--- config.mk ---
export PLATFORM = sky130hd
export DESIGN_NAME = next_prime_search
export DESIGN_NICKNAME = d
export VERILOG_FILES = /design/src/rtl/nps_pkg.sv /design/src/rtl/nps_div.sv /design/src/rtl/next_prime_search.sv
export SDC_FILE = /design/constraint.sdc
export NUM_CORES = 1
export LEC_CHECK = 0
export BUFFER_PORTS_ARGS = -buffer_cell sky130_fd_sc_hd__buf_4
export CAP_MARGIN = 5
export CORE_MARGIN = 1
export CORE_UTILIZATION = 62
export CTS_BUF_LIST = sky130_fd_sc_hd__clkbuf_8 sky130_fd_sc_hd__clkbuf_16
export DETAILED_ROUTE_END_ITERATION = 10
export HOLD_SLACK_MARGIN = 0.06
export PLACE_DENSITY = 0.8
export RECOVER_POWER = 50
export SLEW_MARGIN = 25
export SYNTH_ARGS = -nofsm -noshare
export SYNTH_HDL_FRONTEND = slang
export SYNTH_HIERARCHICAL = 1
export SYNTH_SLANG_ARGS = --single-unit
export TNS_END_PERCENT = 100
--- constraint.sdc ---
create_clock -name clk -period 4.9 [get_ports clk]
set_input_delay 0.49 -clock clk [delete_from_list [all_inputs] [get_ports clk]]
set_output_delay 0.49 -clock clk [all_outputs]
set_load 0.01 [all_outputs]
--- src/rtl/nps_pkg.sv ---
package nps_pkg;

  // default search width, sign bit included
  localparam int NPS_DATA_WIDTH = 32;

  // answer for every start value at or below it
  localparam int NPS_SMALLEST_PRIME = 2;

  // first odd trial divisor
  localparam int NPS_FIRST_DIVISOR = 3;

endpackage

--- src/rtl/nps_div.sv ---
module nps_div #(
  parameter int W = nps_pkg::NPS_DATA_WIDTH - 1
) (
  input  logic         clk,
  input  logic         rst_n,
  input  logic         start,
  input  logic [W-1:0] dividend,
  input  logic [W-1:0] divisor,
  output logic         done,
  output logic [W-1:0] quotient,
  output logic [W-1:0] remainder
);

  localparam int CW = $clog2(W + 1);

  logic [W-1:0]  quo_r, quo_nxt;
  logic [W-1:0]  rem_r, rem_nxt;
  logic [W-1:0]  den_r, den_nxt;
  logic [CW-1:0] cnt_r, cnt_nxt;
  logic          busy_r, busy_nxt;
  logic          done_r, done_nxt;
  logic [W:0]    trial;
  logic          ge;

  // restoring step: one quotient bit per cycle
  assign trial = {rem_r, quo_r[W-1]};
  assign ge    = (trial >= {1'b0, den_r});

  always_comb begin
    quo_nxt  = quo_r;
    rem_nxt  = rem_r;
    den_nxt  = den_r;
    cnt_nxt  = cnt_r;
    busy_nxt = busy_r;
    done_nxt = 1'b0;
    if (start) begin
      quo_nxt  = dividend;
      rem_nxt  = '0;
      den_nxt  = divisor;
      cnt_nxt  = CW'(W);
      busy_nxt = 1'b1;
    end else if (busy_r) begin
      quo_nxt = {quo_r[W-2:0], ge};
      rem_nxt = ge ? W'(trial - {1'b0, den_r}) : trial[W-1:0];
      cnt_nxt = cnt_r - CW'(1);
      if (cnt_r == CW'(1)) begin
        busy_nxt = 1'b0;
        done_nxt = 1'b1;
      end
    end
  end

  always_ff @(posedge clk) begin
    if (!rst_n) begin
      busy_r <= 1'b0;
      done_r <= 1'b0;
      cnt_r  <= '0;
    end else begin
      busy_r <= busy_nxt;
      done_r <= done_nxt;
      cnt_r  <= cnt_nxt;
    end
  end

  always_ff @(posedge clk) begin
    quo_r <= quo_nxt;
    rem_r <= rem_nxt;
    den_r <= den_nxt;
  end

  assign done      = done_r;
  assign quotient  = quo_r;
  assign remainder = rem_r;

endmodule

--- src/rtl/next_prime_search.sv ---
// next_prime_search: smallest prime at or above a signed start value
//
// input channel: in_valid / in_stall carry in_start_value, a signed word of
// DATA_WIDTH bits. result channel: out_valid / out_stall carry out_next_prime,
// DATA_WIDTH-1 bits unsigned. a word moves when valid is high and stall low.
// start values of two or less give 2; an even start is raised to the next odd.
// each odd candidate is tested by trial division with odd divisors 3, 5, ...
// until the divisor exceeds the quotient (square root reached) or divides.
// one shared restoring divider does every division, one bit per cycle. each
// trial divisor is an issue in ST_TEST, one restoring step per quotient bit in
// the divider, then the decision in ST_WAIT. start values of two or less go
// straight to the result without any division. one word is handled at a time:
// in_stall stays high from accept until the result has been taken, so no new
// word enters before the last result leaves. a stalled result holds in its
// register.
// if the search would pass 2^(DATA_WIDTH-1)-1 the result saturates to it.
// after reset the block is idle, in_stall low and out_valid low.
module next_prime_search #(
  parameter int DATA_WIDTH = nps_pkg::NPS_DATA_WIDTH
) (
  input  logic                         clk,
  input  logic                         rst_n,
  input  logic                         in_valid,
  output logic                         in_stall,
  input  logic signed [DATA_WIDTH-1:0] in_start_value,
  output logic                         out_valid,
  input  logic                         out_stall,
  output logic        [DATA_WIDTH-2:0] out_next_prime
);

  import nps_pkg::*;

  localparam int W = DATA_WIDTH - 1;

  localparam logic [W-1:0] TOP_POS  = '1;
  localparam logic [W-1:0] TOP_NEAR = TOP_POS - W'(2);
  localparam logic [W-1:0] TWO      = W'(NPS_SMALLEST_PRIME);
  localparam logic [W-1:0] THREE    = W'(NPS_FIRST_DIVISOR);

  localparam logic [1:0] ST_IDLE = 2'd0;
  localparam logic [1:0] ST_TEST = 2'd1;
  localparam logic [1:0] ST_WAIT = 2'd2;
  localparam logic [1:0] ST_DONE = 2'd3;

  logic [1:0]   state_r, state_nxt;
  logic [W-1:0] cand_r, cand_nxt;
  logic [W-1:0] div_r, div_nxt;
  logic         in_acc, small_start;
  logic         div_start, div_done;
  logic [W-1:0] div_quo, div_rem;

  assign in_acc      = in_valid && !in_stall;
  assign small_start = in_start_value[DATA_WIDTH-1] || (in_start_value[W-1:0] <= TWO);

  nps_div #(
    .W (W)
  ) u_div (
    .clk       (clk),
    .rst_n     (rst_n),
    .start     (div_start),
    .dividend  (cand_r),
    .divisor   (div_r),
    .done      (div_done),
    .quotient  (div_quo),
    .remainder (div_rem)
  );

  always_comb begin
    state_nxt = state_r;
    cand_nxt  = cand_r;
    div_nxt   = div_r;
    div_start = 1'b0;
    case (state_r)
      ST_IDLE: begin
        if (in_acc) begin
          if (small_start) begin
            cand_nxt  = TWO;
            state_nxt = ST_DONE;
          end else begin
            // even start moves up to the odd value just above
            cand_nxt  = {in_start_value[W-1:1], 1'b1};
            div_nxt   = THREE;
            state_nxt = ST_TEST;
          end
        end
      end
      ST_TEST: begin
        div_start = 1'b1;
        state_nxt = ST_WAIT;
      end
      ST_WAIT: begin
        if (div_done) begin
          if (div_r > div_quo) begin
            // divisor passed the square root: prime
            state_nxt = ST_DONE;
          end else if (div_rem == '0) begin
            if (cand_r > TOP_NEAR) begin
              state_nxt = ST_DONE;
            end else begin
              cand_nxt  = cand_r + W'(2);
              div_nxt   = THREE;
              state_nxt = ST_TEST;
            end
          end else begin
            div_nxt   = div_r + W'(2);
            state_nxt = ST_TEST;
          end
        end
      end
      ST_DONE: begin
        if (!out_stall) begin
          state_nxt = ST_IDLE;
        end
      end
      default: begin
        state_nxt = ST_IDLE;
      end
    endcase
  end

  always_ff @(posedge clk) begin
    if (!rst_n) begin
      state_r <= ST_IDLE;
    end else begin
      state_r <= state_nxt;
    end
  end

  always_ff @(posedge clk) begin
    cand_r <= cand_nxt;
    div_r  <= div_nxt;
  end

  assign in_stall       = (state_r != ST_IDLE);
  assign out_valid      = (state_r == ST_DONE);
  assign out_next_prime = cand_r;

  // no new word while a result is pending
  a_busy_stall : assert property (@(posedge clk) disable iff (!rst_n)
    out_valid |-> in_stall)
    else $error("input accepted while result pending");

  // trial divisors are always odd while searching
  a_div_odd : assert property (@(posedge clk) disable iff (!rst_n)
    (state_r == ST_TEST || state_r == ST_WAIT) |-> div_r[0])
    else $error("even trial divisor");

  // a result is 2 or odd
  a_result_odd : assert property (@(posedge clk) disable iff (!rst_n)
    out_valid |-> (out_next_prime == TWO || out_next_prime[0]))
    else $error("even result above two");

  // an issued division is still running when ST_WAIT starts, so no decision uses a stale done
  a_div_issue : assert property (@(posedge clk) disable iff (!rst_n)
    (state_r == ST_TEST) |=> (state_r == ST_WAIT && !div_done))
    else $error("divider done too early");

endmodule

# Word level (Yosys, flattened, before mapping)
# Cells that the tools add are included.
totals:
  register_bits: 164
  input_bits: 36
  out_inout_bits: 33
  word_cells: 75
classes:
  add_sub_neg: 4
  n_lt_le_gt_ge: 4
  n_eq_ne: 12
  muxes: 32
  bitwise_logic: 2
  reduce_logical: 12
op_table:
  columns: ["cell", "n"]
  rows:
  - ["31-bit two-way mux", 15]
  - ["31-bit case mux with 2 select lines", 2]
  - ["31-bit by 2-bit adder with 31-bit output, second input constant", 2]
  - ["32-bit by 31-bit >= comparator with 1-bit output", 1]
  - ["31-bit greater-than comparator", 1]
  - ["31-bit greater-than comparator, second input constant", 1]
  - ["31-bit by 2-bit <= comparator with 1-bit output, second input constant", 1]
  - ["31-bit zero test", 1]
  - ["31-bit subtractor", 1]
  - ["2-bit two-way mux", 7]
  - ["2-bit != test, second input constant", 6]
  - ["6-bit AND reduction", 2]
  - ["5-bit two-way mux", 2]
  - ["2-bit case mux with 4 select lines", 1]
  - ["2-bit nonzero test", 3]
  - ["5-bit by 1-bit == test with 1-bit output, second input constant", 1]
  - ["1-bit two-way mux", 5]
  - ["5-bit by 1-bit subtractor with 5-bit output, second input constant", 1]
  - ["2-bit == test, second input constant", 2]
  - ["3-bit != test, second input constant", 1]
  - ["3-bit AND reduction", 1]
  - ["3-bit OR reduction", 1]
  - ["2-bit by 1-bit == test with 1-bit output, second input constant", 1]
  - ["2-bit zero test", 1]
  - ["5 further kinds", 6]

# Longest topological paths before layout
# Gate-level depths: netlist of run 1.
logic_depth:
  word_depth: 6
  ltp_mapped: 14
  ltp_nobuf: 12

# Cells and area by module
# The synthesis of run 1 kept the hierarchy.
modules_own_cells:
  columns: ["module", "instances", "cells_per_inst", "area_each_um2"]
  rows:
  - ["nps_div", 1, 576, 5745.5]
  - ["next_prime_search", 1, 495, 4491.8]

# Worst setup path before layout of run 1
# OpenSTA, ideal clock, no wires.
synth_path:
  path_kind: "register -> register"
  startpoint: "register state_r[0]"
  endpoint: "register u_div.quo_r[0], in the netlist u_div/quotient[0] (enable)"
  setup_time_ns: 0.386
  arrival_ns: 3.246
  t_required_ns: 4.514
  setup_slack_ns: 1.268
  stages_incl_launch_ff: 6
  n_path_buf: 2
  synth_period_minus_slack_ns: 3.632
  path_cell_list: "dfxtp_1 > nor2b_1 > clkbuf_1 > clkbuf_1 > nor2_1 > inv_1"
synth_between:
  elab_chain_len: 3
synth_rtl:
  columns: ["element", "line_no", "rtl"]
  rows:
  - ["start, declared", "next_prime_search.sv:45", "logic [1:0] state_r, state_nxt;"]
  - ["start signal, assigned", "next_prime_search.sv:125", "state_r <= state_nxt;"]
  - ["2-bit by 1-bit == test with 1-bit output", "next_prime_search.sv:73", "case (state_r)"]
  - ["1-bit two-way mux", "next_prime_search.sv:73", null]
  - ["named net div_start", "next_prime_search.sv:49", "logic div_start, div_done;"]
  - ["2-bit nonzero test (no line)", null, null]
  - ["end signal, assigned", "nps_div.sv:66", "quo_r <= quo_nxt;"]
  - ["end, declared", "nps_div.sv:16", "logic [W-1:0] quo_r, quo_nxt;"]
# The timed path passes the listed nets, and every way through them passes these cells.
# A chain may end at the register's enable or synchronous reset.

# Worst setup path in the final report of run 1
layout_path:
  startpoint: "register state_r[0]"
  endpoint: "register u_div.rem_r[19], in the netlist u_div/remainder[19]"
layout_between:
  elab_chain_len: 2
layout_rtl:
  columns: ["element", "line_no", "rtl"]
  rows:
  - ["2-bit by 1-bit == test with 1-bit output", "next_prime_search.sv:73", null]
  - ["1-bit two-way mux", "next_prime_search.sv:73", null]
  - ["named net div_start", "next_prime_search.sv:49", null]
  - ["end signal, assigned", "nps_div.sv:67", "rem_r <= rem_nxt;"]
  - ["end, declared", "nps_div.sv:17", "logic [W-1:0] rem_r, rem_nxt;"]
# The timed path passes the listed nets, and every way through them passes these cells.

==> results of run 1 <==
## stage by stage
| step | cell area (um2) | hold slack [ns] | total power, mW | setup WS [ns] |
|---|---|---|---|---|
| 2_1_floorplan | 10200 | 0.426 | 3.65 | 1.27 |
| 3_3_place_gp | 11000 | 0.433 | 4.14 | 1.52 |
| 3_5_place_dp | 11000 | 0.460 | 4.17 | 1.60 |
| 4_1_cts | 11500 | 0.330 | 5.51 | 1.56 |
| 5_1_grt | 11400 | 0.344 | 5.82 | 1.12 |
| 6_report | 11400 | 0.344 | 5.51 | 1.43 |
## Yosys cell counts, types with 26 or more instances
library cell  number
mux2_2            32
o21ai_0           58
clkbuf_1          26
inv_1             85
dfxtp_1           40
a21oi_1           65
xnor2_1           36
nand4_1           32
xor2_1            46
ha_1              67
nor2_1           120
nand2_1           92
edfxtp_1         124
## worst max-delay path: cells and delay by family, from the launching register on
kind,cells,cell delay [ns]
buffers and inverters,1,1.47
and+or+nand+nor,3,1.18
DFF,1,0.45
AOI/OAI and AO/OA,1,0.13
## layout by cell type, fill, tap and decap left out, types with 4 or more instances in the layout
cell type,instances
o31ai_1,4
and2_1,8
dfxtp_1,39
edfxtp_1,124
nor2_1,120
nand2b_1,12
clkbuf_16,17
ha_1,67
o21ai_0,57
nor3_1,18
a21o_1,4
xnor2_1,36
and3_1,12
or3_1,7
mux2_2,31
clkinvlp_4,4
nand2_1,92
a211oi_1,23
clkbuf_1,35
buf_4,41
o21a_1,6
nand3_1,22
inv_1,86
o21bai_1,5
mux2i_1,15
a21oi_1,65
xor2_1,46
nor2b_1,12
nand4_1,32
nor4_1,17
and4_1,6
o21ai_1,8
## report_power, final
group,leakage (nW),internal (mW),switching (mW)
registers,1.50,1.77,0.270
clock network,0.272,0.713,0.596
logic,2.63,0.879,1.28
## per-layer routing
metal  up-vias  GRT usage [%]  part of all wire (%)
li1       3976              -                     -
met1      3858           39.5                    44
met2       365           49.6                    48
met3        45           4.72                   6.4
met4         0           10.3                   2.1
met5         -              0                     0
## final cells by class
class / instances / area [um2]
multi-input combinational: 786 / 5260
fill: 1277 / 4610
sequential: 164 / 4530
timing repair buffer: 76 / 439
clock buffer: 17 / 425
inverter: 85 / 319
tap: 216 / 270
clock inverter: 15 / 150
## logic make-up after synthesis
| group | after synthesis | share of synthesized area [%] |
|---|---|---|
| flops | 164 | 44.2 |
| simple gates | 378 | 18.1 |
| mux | 47 | 4.99 |
| fa+ha+maj | 68 | 8.38 |
| xor+xnor | 82 | 7.02 |
| compound gates | 211 | 12.8 |
| buf+inv | 121 | 4.55 |
## sequential cells by signal, summed over array words and instances (netlist names)
register,flops
u_div/quotient,31
u_div/den_r,31
u_div/cnt_r,5
u_div/remainder,31
div_r,31
u_div/busy_r,1
state_r,2
u_div/done,1
out_next_prime,31
## worst max-delay path by stage
stage / slack (ns) / startpoint / to / cells past startpoint
5_1_grt: 1.12 / state_r[0]$_SDFFE_PN0P_ / u_div/remainder[19]$_SDFFE_PP0P_ / 5
3_3_place_gp: 1.52 / div_r[13]$_SDFFCE_PN0P_ / out_next_prime[21]$_DFFE_PP_ / 6
4_1_cts: 1.56 / u_div/quotient[30]$_DFFE_PP_ / u_div/remainder[17]$_SDFFE_PP0P_ / 13
3_5_place_dp: 1.60 / u_div/quotient[30]$_DFFE_PP_ / u_div/remainder[17]$_SDFFE_PP0P_ / 13
6_report: 1.43 / state_r[0]$_SDFFE_PN0P_ / u_div/remainder[19]$_SDFFE_PP0P_ / 5
2_1_floorplan: 1.27 / state_r[0]$_SDFFE_PN0P_ / u_div/quotient[0]$_DFFE_PP_ / 5
==> implementation parameters, run 1 <==
Parameter                              Value

Job
  Maximum capacitance violations ... 3

Global route
  Overall global routing resource usage ... 29.8%
  Antenna violations before repair ... 0
  Remaining global-route overflow ... 0
  Global-route wire length before repair ... ~39 mm
  Via count of the first global-routing pass ... roughly 7,800
  Largest net degree at the start of global routing ... 53

Yosys
  Post-synthesis average cell area ... 9.56 um2
  Yosys cell types ... 68
  Post-synth top flop ... edfxtp_1
  Share of async-settable or async-resettable flops after synthesis ... 0%
  Post-synthesis sequential area ratio ... roughly 44%
  Leading post-synthesis cells by cell area ... edfxtp_1 (36%), ha_1 (8.2%), dfxtp_1 (7.8%)
  Synthesized instance count ... 1,071
  Top cell type's share of synthesized area ... between 30% and 40%
  Net count after synthesis ... 1,175
  Post-synthesis sequential element count ... 164
  Count of flip-flops with a built-in enable after synthesis ... 124
  Synth Cell Area ... 10,200 um2
  Synthesis Warnings ... 6
  Dominant cell type by area after synthesis ... edfxtp_1

Cells and area
  Core occupancy in the finished layout ... 71.2%
  Layout Area Growth over Synthesis ... 11.3%
  Antenna diode count ... 0
  Fin cells ... 1,359
  Share of post-route cells with drive strength above 1 ... 10.3%
  Final Net Count ... 1,234

CTS
  Clock transition at path regs ... 0.07 ns
  Maximum buffer depth of the clock tree ... 2
  Root buf cell ... clkbuf_16
  Clock tree from TritonCTS ... yes
  TritonCTS Buffers ... 17
  Latest clock arrival within the worst-skew pair ... 0.43 ns
  Post-CTS setup repair buffer count ... 0
  Hold buffers post-CTS ... 0
  Clock H-tree levels ... 4
  Post-CTS resize count ... 0
  Clock sinks ... 164

STA
  Final setup violation count ... 0
  Final Hold Fails ... 0
  Max_slew headroom ... -31.8%
  Setup repair after global routing missed its margin ... false
  Final-report max-slew violation count ... between 100 and 150
  Time the final worst path needs with I/O delays and setup ... 3.47 ns
  Slew @ Worst Pin ... between 1.5 and 2 ns
  Fin Setup TNS ... 0 ns
  Skew final ... 0.0134 ns
  Max Clock Freq ... approximately 290 MHz
  Share of the clock period used by the worst path after layout ... between 70% and 80%

Outcome
  Violated checks ... capacitance limit, slew limit
  Result of the run ... finished with violations

Placed design
  Placer Congestion ... a little under 1
  Instance count after placement with tap cells included ... 1,327
  Number of I/O port buffers ... 68
  DP Wirelength ... 17.3 mm

Worst setup path
  Critical-path cell list ... nor2b_1 > clkbuf_1 > nor2b_1 > nand2b_1 > o221ai_1
  Req. time, crit path ... between 5 and 6 ns
  Most prevalent standard cell on the critical path ... nor2b_1
  Delay of the slowest cell on the worst path ... between 1 and 1.5 ns
  Register-to-Register Path Depth ... 5
  Worst reg2reg startpoint ... state_r[0]$_SDFFE_PN0P_
  Capturing element type of the critical path ... register
  Slowest cell on the critical path ... clkbuf_1
  Start-to-end type of the worst setup path ... reg2reg
  R2R Path End ... u_div/remainder[19]$_SDFFE_PP0P_
  Signal arrival time at the worst endpoint ... 3.71 ns
  Register-to-register setup slack ... around 1.4 ns
  Startpoint class of the critical path ... register
  Largest fanout on the critical path ... 41

Drt
  Routed Wire Length ... 23.7 mm
  Via count normalized by instance count ... 6.07
  First-pass iteration count of the detailed router ... 7
  Starting DRT DRC Count ... 614
  Post-detailed-route count of antenna-violating nets ... 0
  Post-detailed-route DRC marker count ... 0
  Vias ... 8,244
  DR WL/cell ... about 17 um

Worst hold path
  Worst min-delay path startpoint ... rst_n
  Worst Hold Depth ... 3
  Worst hold endpoint ... state_r[1]$_SDFFE_PN0P_
  Hold WC Path Type ... in2reg

Floorplanning
  Full die area ... 17,000 um2
  Starting utilization of the core area ... about 64%
  Total I/O pin count ... 69
  Site row count ... 46
  Overall die width ... between 100 and 150 um
  Die height ... between 100 and 150 um
  Area of the placeable core ... 16,000 um2

Power
  Power per cell area ... 484 nW/um2
  Static Leakage ... 4.40 nW
  Worst supply voltage drop on vdd ... 0.263 mV
(Power assumes the default switching activity.)
==> inputs of run 2 (changes only) <==
==> constraint.sdc (replaced) <==
create_clock -name clk -period 3.64 [get_ports clk]
set_input_delay 0.364 -clock clk [delete_from_list [all_inputs] [get_ports clk]]
set_output_delay 0.364 -clock clk [all_outputs]
set_load 0.01 [all_outputs]
==> implementation parameters, run 2 (synthesized netlist as in run 1, its figures left out) <==
Parameter                              Value

Cells and area
  Core occupancy in the finished layout ... 71.4% (was 71.2%)
  Share of post-route cells with drive strength above 1 ... 10.6% (was 10.3%)
  Layout Area Growth over Synthesis ... 11.6% (was 11.3%)
  Antenna diode count ... 0 (unchanged)
  Most common cell after layout, fill and taps aside ... edfxtp_1 (unchanged)
  Leading cell types in the layout, fill and taps excluded ... edfxtp_1 (124), nor2_1 (120), nand2_1 (92) (unchanged)
  Final Net Count ... 1,237 (was 1,234)

Global route
  Via count of the first global-routing pass ... 7,860 (was 7,788)
  Antenna violations before repair ... 0 (unchanged)
  Largest net degree at the start of global routing ... 70 (was 53)
  Global-route wire length before repair ... 38.4 mm (was 38.9 mm)
  Remaining global-route overflow ... 0 (unchanged)
  Overall global routing resource usage ... 29.2% (was 29.8%)

CTS
  Root buf cell ... clkbuf_16 (unchanged)
  Maximum buffer depth of the clock tree ... 2 (unchanged)
  Clock H-tree levels ... 4 (unchanged)
  TritonCTS Buffers ... 17 (unchanged)
  Hold buffers post-CTS ... 0 (unchanged)
  Clock transition at path regs ... 0.07 ns (about the same)
  Post-CTS resize count ... 0 (unchanged)
  Clock sinks ... 164 (unchanged)
  Clock tree from TritonCTS ... yes (unchanged)
  Latest clock arrival within the worst-skew pair ... 0.43 ns (about the same)
  Post-CTS setup repair buffer count ... 0 (unchanged)

Floorplanning
  Total I/O pin count ... 69 (unchanged)
  Overall die width ... 131 um (unchanged)
  Starting utilization of the core area ... 64.0% (unchanged)
  Die height ... 131 um (unchanged)
  Area of the placeable core ... 16,000 um2 (unchanged)
  Full die area ... 17,000 um2 (unchanged)
  Site row count ... 46 (unchanged)

STA
  Skew final ... 0.0116 ns (was 0.0134 ns)
  Time the final worst path needs with I/O delays and setup ... 3.23 ns (was 3.47 ns)
  Max Clock Freq ... 310 MHz (was 288 MHz)
  Max_slew headroom ... -21.0% (was -31.8%)
  Share of the clock period used by the worst path after layout ... 88.7% (was 70.9%)
  Setup repair after global routing missed its margin ... false (unchanged)
  Slew @ Worst Pin ... 1.81 ns (was 1.98 ns)
  Final setup violation count ... 0 (unchanged)
  Fin Setup TNS ... 0 ns (unchanged)
  Final Hold Fails ... 0 (unchanged)
  Final-report max-slew violation count ... 165 (was 106)

Drt
  Post-detailed-route DRC marker count ... 0 (unchanged)
  Vias ... 8,234 (was 8,244)
  Starting DRT DRC Count ... 618 (was 614)
  DR WL/cell ... 17.3 um (was 17.4 um)
  Post-detailed-route count of antenna-violating nets ... 0 (unchanged)
  First-pass iteration count of the detailed router ... 5 (was 7)
  Routed Wire Length ... 23.6 mm (was 23.7 mm)
  Via count normalized by instance count ... 6.05 (was 6.07)

Worst setup path
  Req. time, crit path ... 3.72 ns (was 5.13 ns)
  Largest fanout on the critical path ... 31 (was 41)
  Slowest cell on the critical path ... nor4_1 (was clkbuf_1)
  Startpoint class of the critical path ... register (unchanged)
  Capturing element type of the critical path ... register (unchanged)
  Signal arrival time at the worst endpoint ... 3.31 ns (was 3.71 ns)
  Start-to-end type of the worst setup path ... reg2reg (unchanged)
  Delay of the slowest cell on the worst path ... 0.66 ns (was 1.47 ns)
  Critical-path cell list ... ha_1 > nand4_1 > nor4_1 > and3b_1 > a22oi_1 > a41o_1 > buf_4 (was nor2b_1 > clkbuf_1 > nor2b_1 > nand2b_1 > o221ai_1)

Placed design
  Placer Congestion ... 0.891 (was 0.966)
  Number of I/O port buffers ... 68 (unchanged)
  DP Wirelength ... 16.9 mm (was 17.3 mm)

Power
  Worst supply voltage drop on vdd ... 0.399 mV (was 0.263 mV)
  Static Leakage ... 4.43 nW (was 4.40 nW)
  Power per cell area ... 655 nW/um2 (was 484 nW/um2)

Outcome
  Result of the run ... finished with violations (unchanged)
  Violated checks ... capacitance limit, slew limit (unchanged)

Job
  Maximum capacitance violations ... 4 (was 3)

Worst hold path
  Hold WC Path Type ... in2reg (unchanged)
## run 2: cell types whose count changed in the layout (fill, tap and decap cells not counted)
cell | before | now
clkinv_4 | 2 | 4
clkinvlp_4 | 4 | 1
inv_8 | 2 | 5
a21o_2 | 1 | 0
buf_4 | 41 | 43
inv_6 | 3 | 2
a21o_1 | 4 | 5
clkinv_1 | 1 | 0
clkbuf_2 | 0 | 1
## run 2: metal layers
layer  track usage [%]  share of wire [%]  vias up
met5                 0                  0        -
met2              49.0                 48      318
met3              4.36                5.3       40
li1                  -                  -     3995
met4              11.8                2.4        0
met1              38.1                 44     3881
## run 2: cell type report
cell class	count	area, um2
sequential	164	4530
inverter	85	319
clock inverter	15	166
timing repair buffer	79	459
tap	216	270
multi-input combinational	786	5260
fill	1273	4580
clock buffer	17	425
## run 2: stage by stage
step	instance area (um2)	hold WS (ns)	instances	total power, mW	worst slack (ns)
6_report	11400	0.220	1362	7.48	0.410
5_1_grt	11400	0.202	1362	7.94	0.266
4_1_cts	11600	0.202	1362	7.48	0.494
3_5_place_dp	11000	0.462	1330	5.65	0.511
3_3_place_gp	11000	0.438	1330	5.60	0.643
2_1_floorplan	10200	0.426	1071	4.91	0.00796
## run 2: path summary, 6_finish.rpt
kind,startpoint,endpoint,slack [ns],cells after the start
max,div_r[13]$_SDFFCE_PN0P_,div_r[9]$_SDFFCE_PN0P_,0.41,7
min,in_start_value[2],out_next_prime[2]$_DFFE_PP_,0.22,3
max reg2reg,div_r[13]$_SDFFCE_PN0P_,div_r[9]$_SDFFCE_PN0P_,0.41,7
min reg2reg,div_r[0]$_SDFFCE_PN1P_,u_div/den_r[0]$_DFFE_PP_,0.48,0
## run 2: worst max-delay path: cells and delay by family, from the launching register on
kind | cells | cell delay, ns
AO/OA/AOI/OAI | 2 | 0.49
adder cells (fa/ha/maj) | 1 | 0.38
buffers and inverters | 1 | 0.38
flip-flops | 1 | 0.51
AND/OR/NAND/NOR | 3 | 1.12
## run 2: where the power goes
part | internal [mW] | switching, mW
clock | 0.976 | 0.832
sequential | 2.38 | 0.360
combinational | 1.20 | 1.73
==> inputs of run 3 (changes only) <==
--- a/config.mk
+++ b/config.mk
@@ -14,6 +14,7 @@
 export HOLD_SLACK_MARGIN = 0.06
 export PLACE_DENSITY = 0.8
 export RECOVER_POWER = 50
+export REMOVE_ABC_BUFFERS = 1
 export SLEW_MARGIN = 25
 export SYNTH_ARGS = -nofsm -noshare
 export SYNTH_HDL_FRONTEND = slang
==> implementation parameters, run 3 (synthesized netlist as in run 1, its figures left out) <==
Parameter                              Value

STA
  Share of the clock period used by the worst path after layout ... 89.3% (was 88.7%)
  Setup repair after global routing missed its margin ... false (unchanged)
  Final Hold Fails ... 0 (unchanged)
  Time the final worst path needs with I/O delays and setup ... 3.25 ns (was 3.23 ns)
  Skew final ... 0.0118 ns (was 0.0116 ns)
  Fin Setup TNS ... 0 ns (unchanged)
  Final setup slack of the worst path ... 0.389 ns (was 0.410 ns)
  Max_slew headroom ... -18.5% (was -21.0%)
  Final setup violation count ... 0 (unchanged)
  Slew @ Worst Pin ... 1.77 ns (was 1.81 ns)
  Final-report max-slew violation count ... 64 (was 165)
  Final hold slack ... 0.221 ns (was 0.220 ns)
  Max Clock Freq ... 308 MHz (was 310 MHz)

Global route
  Remaining global-route overflow ... 0 (unchanged)
  Overall global routing resource usage ... 29.4% (was 29.2%)
  Antenna violations before repair ... 0 (unchanged)
  Via count of the first global-routing pass ... 7,789 (was 7,860)
  Global-route wire length before repair ... 38.7 mm (was 38.4 mm)
  Largest net degree at the start of global routing ... 100 (was 70)

Outcome
  Violated checks ... capacitance limit, slew limit (unchanged)
  Result of the run ... finished with violations (unchanged)

Floorplanning
  Area of the placeable core ... 16,000 um2 (unchanged)
  Site row count ... 46 (unchanged)
  Full die area ... 17,000 um2 (unchanged)
  Total I/O pin count ... 69 (unchanged)
  Die height ... 131 um (unchanged)
  Overall die width ... 131 um (unchanged)
  Starting utilization of the core area ... 64.0% (unchanged)

Power
  Power per cell area ... 664 nW/um2 (was 655 nW/um2)
  Gate power share ... 39.1% (was 39.2%)
  Internal power contribution ... 4.73 mW (was 4.55 mW)
  Sequential share of power ... 36.0% (was 36.7%)
  Net switching power of the design ... 2.90 mW (was 2.93 mW)
  Portion of total power attributed to the clock network ... 24.9% (was 24.2%)
  Static Leakage ... 4.45 nW (was 4.43 nW)
  Worst supply voltage drop on vdd ... 0.497 mV (was 0.399 mV)
  Switching part of the total ... 38.0% (was 39.1%)

Drt
  Post-detailed-route count of antenna-violating nets ... 0 (unchanged)
  Routed Wire Length ... 23.6 mm (about the same)
  Vias ... 8,184 (was 8,234)
  Post-detailed-route DRC marker count ... 0 (unchanged)
  First-pass iteration count of the detailed router ... 5 (unchanged)
  Via count normalized by instance count ... 6.02 (was 6.05)
  DR WL/cell ... 17.3 um (about the same)
  Starting DRT DRC Count ... 740 (was 618)

Cells and area
  Fin cells ... 1,360 (was 1,362)
  Leading cell types in the layout, fill and taps excluded ... edfxtp_1 (124), nor2_1 (120), nand2_1 (92) (unchanged)
  Final Net Count ... 1,235 (was 1,237)
  Share of post-route cells with drive strength above 1 ... 10.7% (was 10.6%)
  Core occupancy in the finished layout ... 71.8% (was 71.4%)
  Antenna diode count ... 0 (unchanged)
  Most common cell after layout, fill and taps aside ... edfxtp_1 (unchanged)
  Layout Area Growth over Synthesis ... 12.2% (was 11.6%)
  Final-layout fill cell count ... 1,247 (was 1,273)

Worst setup path
  R2R Path End ... u_div/remainder[11]$_SDFFE_PP0P_ (was div_r[9]$_SDFFCE_PN0P_)
  Req. time, crit path ... 3.95 ns (was 3.72 ns)
  Worst reg2reg startpoint ... u_div/quotient[30]$_DFFE_PP_ (was div_r[13]$_SDFFCE_PN0P_)
  Register-to-register setup slack ... 0.39 ns (was 0.41 ns)
  Delay of the slowest cell on the worst path ... 0.52 ns (was 0.66 ns)
  First element of the critical path ... u_div/quotient[30]$_DFFE_PP_ (was div_r[13]$_SDFFCE_PN0P_)
  Slowest cell on the critical path ... a21oi_4 (was nor4_1)
  Register-to-Register Path Depth ... 13 (was 7)
  Capturing element type of the critical path ... register (unchanged)
  Critical-path cell list ... inv_1 > ha_1 > fa_1 > nand2b_1 > a21oi_2 > o21a_1 > nor2_1 > o21ai_1 > a21oi_4 > buf_12 > buf_4 > a21oi_1 > a211oi_1 (was ha_1 > nand4_1 > nor4_1 > and3b_1 > a22oi_1 > a41o_1 > buf_4)
  Largest fanout on the critical path ... 22 (was 31)
  Start-to-end type of the worst setup path ... reg2reg (unchanged)
  Startpoint class of the critical path ... register (unchanged)
  Signal arrival time at the worst endpoint ... 3.56 ns (was 3.31 ns)

CTS
  Clock transition at path regs ... 0.07 ns (about the same)
  Root buf cell ... clkbuf_16 (unchanged)
  Latest clock arrival within the worst-skew pair ... 0.43 ns (about the same)
  Clock sinks ... 164 (unchanged)
  Clock H-tree levels ... 4 (unchanged)
  Maximum buffer depth of the clock tree ... 2 (unchanged)
  Hold buffers post-CTS ... 0 (unchanged)
  Post-CTS resize count ... 0 (unchanged)
  Clock tree from TritonCTS ... yes (unchanged)
  Post-CTS setup repair buffer count ... 0 (unchanged)
  TritonCTS Buffers ... 17 (unchanged)

Worst hold path
  Worst min-delay path startpoint ... in_start_value[7] (was in_start_value[2])
  Worst Hold Depth ... 3 (unchanged)
  Hold WC Path Type ... in2reg (unchanged)
  Worst hold endpoint ... out_next_prime[7]$_DFFE_PP_ (was out_next_prime[2]$_DFFE_PP_)

Placed design
  Number of I/O port buffers ... 68 (unchanged)
  Placer Congestion ... 0.914 (was 0.891)
  Worst slack at placement ... 0.521 ns (was 0.511 ns)
  DP Wirelength ... 17.0 mm (was 16.9 mm)
  Instance count after placement with tap cells included ... 1,328 (was 1,330)

Job
  Maximum capacitance violations ... 2 (was 4)
==> run 3: changes by cell type in the layout (fill, tap and decap cells not counted), moves of 2 or more <==
cell,change
bufinv_16,+2
buf_4,-3
inv_8,-3
clkinv_4,-2
buf_12,+3
clkbuf_8,+2
clkinv_2,+3
==> run 3: how the worst max path moves through the flow <==
| stage | end | slack [ns] |
|---|---|---|
| after floorplan | u_div/quotient[0]$_DFFE_PP_ | -2.68 |
| after global placement | div_r[19]$_SDFFCE_PN0P_ | 0.57 |
| after detailed placement | div_r[19]$_SDFFCE_PN0P_ | 0.52 |
| after CTS | u_div/remainder[17]$_SDFFE_PP0P_ | 0.43 |
| after global routing | u_div/remainder[11]$_SDFFE_PP0P_ | 0.25 |
| final | u_div/remainder[11]$_SDFFE_PP0P_ | 0.39 |
==> run 3: area by class of cell <==
cell class,instances,area [um2],share of cell area [%]
clock buffer,19,453,3.94
clock inverter,13,170,1.48
inverter,85,319,2.78
multi-input combinational,786,5260,45.8
sequential,164,4530,39.4
tap,216,270,2.35
timing repair buffer,77,488,4.25
==> run 3: critical path, delay by kind of cell, from the launching register on <==
family / cells / cell delay, ns
AO/OA/AOI/OAI: 6 / 1.39
flip-flops: 1 / 0.41
adder cells (fa/ha/maj): 2 / 0.42
AND/OR/NAND/NOR: 2 / 0.36
buffers and inverters: 3 / 0.54
==> run 3: power by group through the flow <==
stage	Sequential (mW)	Clock, mW	Combinational, mW
final	2.75	1.90	2.98
after detailed placement	2.77	0	2.91
after floorplan	2.67	0	2.21
after global routing	2.79	1.98	3.28
after global placement	2.77	0	2.87
after CTS	2.74	1.91	2.97
==> run 3: stage by stage <==
step	instance area, um2	total power [mW]
after floorplan	10100	4.88
after global placement	11000	5.64
after detailed placement	11000	5.69
after CTS	11600	7.61
after global routing	11500	8.06
final	11500	7.63
==> run 3: per-layer routing <==
metal  track usage (%)  up-vias  share of wire (%)
li1                  -     3984                  -
met1              39.2     3854                 44
met2              48.0      303                 47
met3              4.60       43                5.2
met4              12.4        0                3.0
met5                 0        -                  0
